[src/sv/ptm_pkg.sv]
// shared types, constants and reset table of the page table mapper
package ptm_pkg;

  localparam int PoolFrames = 256;
  localparam int FrameIdxW  = $clog2(PoolFrames);
  localparam int NextFreeW  = $clog2(PoolFrames + 1);
  localparam int DirDepth   = 1024;
  localparam int DirIdxW    = $clog2(DirDepth);
  localparam int TableWords = 1024;
  localparam int TblAddrW   = FrameIdxW + DirIdxW;
  localparam int TblDepth   = PoolFrames * TableWords;
  localparam int PfnW       = 20;
  localparam int IdentSlots = 256;

  localparam logic [31:0]        LargePageFlags = 32'h0000_0183;
  localparam logic [31:0]        TableFlags     = 32'h0000_0005;
  localparam logic [31:0]        PdeFlags       = 32'h0000_0007;
  localparam logic [DirIdxW-1:0] LastSlot       = DirIdxW'(DirDepth - 1);

  localparam logic REQ_ALLOC = 1'b0;
  localparam logic REQ_MAP   = 1'b1;

  typedef enum logic [1:0] {
    ST_OK     = 2'd0,
    ST_NOMEM  = 2'd1,
    ST_MAPPED = 2'd2,
    ST_BADPDE = 2'd3
  } status_e;

  typedef struct packed {
    logic        req_type;
    logic [31:0] virt_addr;
    logic [31:0] phys_addr;
    logic        writable;
  } ptm_req_t;

  typedef struct packed {
    status_e     status;
    logic [31:0] frame_addr;
    logic [31:0] entry_value;
  } ptm_rsp_t;

  typedef struct packed {
    logic                 full;
    logic [FrameIdxW-1:0] frame;
    logic [31:0]          addr;
    logic                 pde_ok;
    logic [FrameIdxW-1:0] pde_frame;
  } alloc_info_t;

  function automatic logic [31:0] dir_reset_value(logic [DirIdxW-1:0] idx);
    logic [31:0] val;
    val = '0;
    if (32'(idx) < IdentSlots) begin
      val = {idx, 22'h0} | LargePageFlags;
    end else if (idx == LastSlot) begin
      val = LargePageFlags;
    end
    return val;
  endfunction

endpackage

[src/sv/ptm_alloc.sv]
// frame allocator: next free counter, frame address and pool range check
module ptm_alloc (
  input  logic                  clk_i,
  input  logic                  rst_ni,
  input  logic                  take_i,
  input  logic [31:0]           pool_base_i,
  input  logic [31:0]           pde_i,
  output ptm_pkg::alloc_info_t  info_o
);
  import ptm_pkg::*;

  logic [NextFreeW-1:0] next_free_q, next_free_d;
  logic [PfnW-1:0]      diff;

  assign next_free_d = take_i ? next_free_q + NextFreeW'(1) : next_free_q;

  always_ff @(posedge clk_i or negedge rst_ni) begin
    if (!rst_ni) begin
      next_free_q <= NextFreeW'(1);
    end else begin
      next_free_q <= next_free_d;
    end
  end

  assign diff = pde_i[31:12] - pool_base_i[31:12];

  always_comb begin
    info_o.full      = next_free_q >= NextFreeW'(PoolFrames);
    info_o.frame     = next_free_q[FrameIdxW-1:0];
    info_o.addr      = {pool_base_i[31:12] + PfnW'(next_free_q), 12'h000};
    info_o.pde_ok    = (diff != '0) && (diff < PfnW'(next_free_q)) &&
                       (diff < PfnW'(PoolFrames));
    info_o.pde_frame = diff[FrameIdxW-1:0];
  end

  a_nf_bound: assert property (@(posedge clk_i) disable iff (!rst_ni)
    next_free_q <= NextFreeW'(PoolFrames))
    else $error("next free frame beyond pool");

  a_nf_step: assert property (@(posedge clk_i) disable iff (!rst_ni)
    (next_free_q != $past(next_free_q)) |->
      (next_free_q == $past(next_free_q) + NextFreeW'(1)))
    else $error("next free frame moved by more than one");

endmodule

[config.mk]
export PLATFORM = sky130hd
export DESIGN_NAME = ptm_alloc
export DESIGN_NICKNAME = d
export VERILOG_FILES = /design/src/sv/ptm_pkg.sv /design/src/sv/ptm_alloc.sv
export SDC_FILE = /design/constraint.sdc
export NUM_CORES = 1
export LEC_CHECK = 0
export BUFFER_PORTS_ARGS = -buffer_cell sky130_fd_sc_hd__buf_2
export CAP_MARGIN = 20
export CORE_ASPECT_RATIO = 1.25
export CORE_MARGIN = 5
export CORE_UTILIZATION = 40
export DETAILED_ROUTE_END_ITERATION = 8
export PLACE_DENSITY_LB_ADDON = 0.12
export SLEW_MARGIN = 0
export SYNTH_ARGS = -nofsm -noshare
export SYNTH_HDL_FRONTEND = slang
export SYNTH_SLANG_ARGS = --single-unit
[constraint.sdc]
create_clock -name clk_i -period 3.39 [get_ports clk_i]
set_input_delay 0.339 -clock clk_i [delete_from_list [all_inputs] [get_ports clk_i]]
set_output_delay 0.339 -clock clk_i [all_outputs]
set_load 0.02 [all_outputs]
Word level (Yosys, flattened, before mapping)
Index checks and enable logic that the tools add are counted.
{"block": "totals", "ff_bits": 9, "latch_bits": 0, "ram_bits": 0, "mem_bits_ro": 0, "memories": 0}
{"block": "classes", "n_addsub": 3, "mul": 0, "n_div": 0, "n_lt_le_gt_ge": 3, "eq_ne": 0, "shift": 0, "n_mux": 0, "bitwise": 0, "reduce_logical": 3}
{"operator": "$add A20 B9 Y20", "count": 1}
{"operator": "$lt A20 B9 Y1", "count": 1}
{"operator": "$lt A20 B9 Y1 const B", "count": 1}
{"operator": "$reduce_bool A20 Y1", "count": 1}
{"operator": "$sub A20 B20 Y20", "count": 1}
{"operator": "$add A9 B1 Y9 const B", "count": 1}
{"operator": "$ge A9 B9 Y1 const B", "count": 1}
{"operator": "$logic_and A1 B1 Y1", "count": 2}

Logic depth before layout (Yosys ltp)
{"block": "logic_depth", "ltp_word": 4, "ltp_mapped": 19, "ltp_nobuf": 19}

Worst setup path after synthesis
Ideal clock, no wire load.
{"block": "synth_path", "path_type": "input -> output", "start": "input pde_i[12]", "end": "output info_o[8] (netlist bit)", "t_arrival_ns": 3.887, "required_time_ns": 3.051, "path_slack_ns": -0.836, "path_stages": 17, "path_buffers": 0, "path_cell_list": "inv_1 ha_1 inv_1 fa_1 a211oi_1 o21bai_1 a21oi_2 xnor2_1 ha_1 nor2b_1 o21ai_0 nand2b_1 a221oi_1 and3_1 nand4_1 or4b_1 a2111oi_2"}
{"item": "start: declaration", "line": "ptm_alloc.sv:7", "rtl": "input logic [31:0] pde_i,"}
{"item": "end: declaration", "line": "ptm_alloc.sv:8", "rtl": "output ptm_pkg::alloc_info_t info_o"}

==> out/results.tsv <==
stage	metric	value	unit
sta	final setup fails	1	
synthesis	Synth Warn #	0	
power_and_ir_drop	LEAKAGE	1.64	nW
grt	vias in the first global route	2562	
power_and_ir_drop	Int Pwr	0.000818	W
clocking	clock root cell	clkbuf_8	
synthesis	Synth Register Bits	9	
layout	Final Util	0.559	
setup_path	CP startpoint	pde_i[12]	
synthesis	Synth Flop Type	dfrtp_1	
clocking	TritonCTS clock tree	yes	
sta	Final Critical Period	4080	ps
placement	Place WS	-937	ps
route	routed via count	2476	
die	Starting Density	0.406	
power_and_ir_drop	sequential share of power	0.132	
setup_path	worst path bufs/invs	6	
clocking	Worst-Skew Late Latency	230	ps
clocking	H-tree Lvls	1	
sta	Peak Freq	245	MHz
placement	GP Congestion	0.866	
layout	Storage cell area	226	µm²
setup_path	critical path class	in -> out	
die	num rows	31	
layout	fin cells	490	
grt	total congestion overflow	0	
setup_path	crit path launch type	input port	
layout	Total Nets Final	532	
status	status	complete, but fails checks	
status	failing checks	negative setup slack	
power_and_ir_drop	Net Sw Frac	0.521	
sta	actual slew at the worst max-slew pin	662	ps
placement	HPWL Detailed	5850	µm
layout	Ant. Diodes	0	
layout	max reg flops	9	
placement	Inst Count DP	481	
hold_path	Hold Path Class	in -> reg	
setup_path	delay of the slowest critical-path stage	510	ps
die	DIE HEIGHT	95.1	µm
layout	layout cells sized above 1	0.361	
layout	biggest regs	next_free_q: 9 flops	
hold_path	Hold Crit Start	take_i	
clocking	Clock transition at path regs	40	ps
die	total core area	5700	µm²
setup_path	RR Startpoint	next_free_q[0]$_DFFE_PN1P_	
setup_path	worst-path maximum fanout	3	
power_and_ir_drop	Max VDD drop	0.563	mV
setup_path	worst endpoint data arrival time	3740	ps
die	IO Count	117	
sta	Final Hold Vio Count	0	
sta	RSZ-0062 raised after global routing	yes	
sta	setup ws final	-689	ps
route	router iterations before antenna repair	4	
flow_run	max cap viols	0	
layout	commonest non-fill, non-tap cell in the layout	buf_2	
layout	Biggest register	next_free_q	
route	Vias/cell	5.05	
synthesis	Post-Syn Area	2310	µm²
route	drt wl/cell	13.5	µm
layout	Area Growth Syn to Fin	37.7	%
power_and_ir_drop	combinational share of power	0.796	
layout	Fillers	588	
setup_path	WP data required	3050	ps
sta	clk_skew	3.76	ps
power_and_ir_drop	Clk pwr share	0.072	
synthesis	asr flop ratio synth	1.00	
grt	largest net degree at the start of global routing	10	
die	die area	7420	µm²
layout	area of the multi-input gates	1930	µm²
route	Residual DRC	0	
layout	commonest non-fill, non-tap cells in the layout	buf_2 (77), buf_4 (46), inv_1 (38)	
clocking	clk sinks	9	
die	die width	78.0	µm
setup_path	Cell Chain, Critical Path	buf_6, inv_4, ha_4, inv_2, fa_2, buf_4, buf_4, a21o_1, a21oi_2, xnor2_2, ha_1, a21oi_1, nor2b_1, o21ai_1, nand2b_1, a221oi_2, and3_1, nand4_1, or4b_4, a2111oi_4, buf_4	
grt	Overall Global Routing Usage	0.179	
clocking	Num CTS Buffers	3	
power_and_ir_drop	PD cells	536	nW/µm²
synthesis	Post-synth EDFFs	0	
setup_path	CP delay by family, top	compound AO/OA/AOI/OAI gates	
power_and_ir_drop	total power	0.00171	W
sta	slew margin rel.	0.553	
grt	first-pass GRT wire length	11100	µm
synthesis	Cells after Synth	305	
synthesis	syn avg cell area	7.59	µm²
setup_path	most frequent CP cell	buf_4	
route	final WL	6640	µm
setup_path	Critical Path End Type	output port	
clocking	clk buf depth	2	
placement	PortBufs	80	
grt	initial antenna violation count	0	
power_and_ir_drop	Sw Pwr	0.000889	W
route	Final ANT Viol Nets	0	
synthesis	post-synthesis sequential area ratio	0.0978	
sta	crit share post-route	1.20	
setup_path	Slowest-stage cell, CP	or4b_4	
synthesis	synth unique cells	50	
sta	Final Slew Violations	0	
route	DRT iter0 DRCs	94	
-- worst paths after layout --
| kind | to | cells past startpoint | slack (ps) |
|---|---|---|---|
| setup reg to reg | next_free_q[8]$_DFFE_PN0P_ | 6 | 1660 |
| setup / recovery | info_o[8] | 21 | -690 |
| hold / removal | next_free_q[0]$_DFFE_PN1P_ | 2 | 350 |
| max in group asynchronous | next_free_q[0]$_DFFE_PN1P_ | 2 | 2650 |
| min in group asynchronous | next_free_q[8]$_DFFE_PN0P_ | 2 | 490 |
| hold reg to reg | next_free_q[4]$_DFFE_PN0P_ | 1 | 540 |
-- area by class of cell --
type,count,share of cell area
Sequential cell,9,0.0710
Multi-Input combinational cell,246,0.605
Clock buffer,4,0.0141
Tap cell,66,0.0259
Timing Repair Buffer,125,0.236
Inverter,40,0.0479
-- power groups by stage --
stage,Combinational [W],Clock (W),Sequential (W)
global placement,0.00131,0,0.000225
global route,0.00150,0.000133,0.000236
CTS,0.00135,0.000127,0.000225
floorplan,0.000951,0,0.000219
finish,0.00136,0.000123,0.000226
detailed placement,0.00132,0,0.000227
-- repair_timing --
action	CTS	global route
hold buffers	1	0
setup buffers	3	1
hold endpoints to repair	8	0
pin swaps	13	10
gates resized for setup	9	13
setup endpoints to repair	1	6
-- Yosys cell counts, types with 2 or more instances --
library cell   n  area (µm²)
a211oi_1       2        15.0
and2_1         2        12.5
nand4_1        4        25.0
nand2b_1       5        31.3
a21oi_1       14        70.1
o211ai_1       2        15.0
dfrtp_1        8         200
xnor2_1       30         263
nor3_1        10        50.1
o2111ai_1      2        17.5
nand3_1        7        35.0
or3_1          3        18.8
inv_1         40         150
a31oi_1        4        25.0
o21a_1         5        37.5
buf_4         20         150
o22ai_1        2        12.5
a21o_1         9        67.6
ha_1          38         475
a21oi_2        3        26.3
nor2_1        18        67.6
and3_1         4        25.0
o21ai_0       16        80.1
nor2b_1        7        43.8
xor2_1         6        52.6
fa_1           2        40.0
or4_1          2        15.0
nor4_1         3        18.8
nand2_1       16        60.1
-- worst reg2reg max path, stage by stage (launching register included) --
cell and delay [ps]:
dfstp_2 560, buf_4 160, ha_1 170, nand4_1 140, nor3_1 310, nand3_1 140
xnor2_1 140
-- routing by layer --
layer | up-vias | wire length, µm | global-route usage
met5 | - | 0 | 0
met4 | 0 | 221 | 0.0507
met3 | 17 | 446 | 0.0369
met2 | 85 | 3460 | 0.354
met1 | 1099 | 2510 | 0.187
li1 | 1275 | - | -
-- cell families (layout without fill, tap and decap cells) --
kind of cell,count (synthesis),in the layout,share of synthesized area
muxes,1,1,0.00432
other,1,12,0.00162
buffers and inverters,61,169,0.131
adders and majority gates,40,40,0.223
xor gates and xnor gates,36,36,0.136
and+or+nand+nor,85,85,0.189
AOI/OAI and AO/OA,72,72,0.217
DFF,9,9,0.0978
-- through the flow --
stage / TNS [ps] / area [µm²] / hold slack, ps
2_1_floorplan: -557 / 2390 / 43.4
3_3_place_gp: -802 / 3020 / 198
3_5_place_dp: -937 / 3020 / 204
4_1_cts: -801 / 3140 / 339
5_1_grt: -890 / 3190 / 358
6_report: -689 / 3190 / 346
No activity file was read; power rests on OpenSTA's default activity.
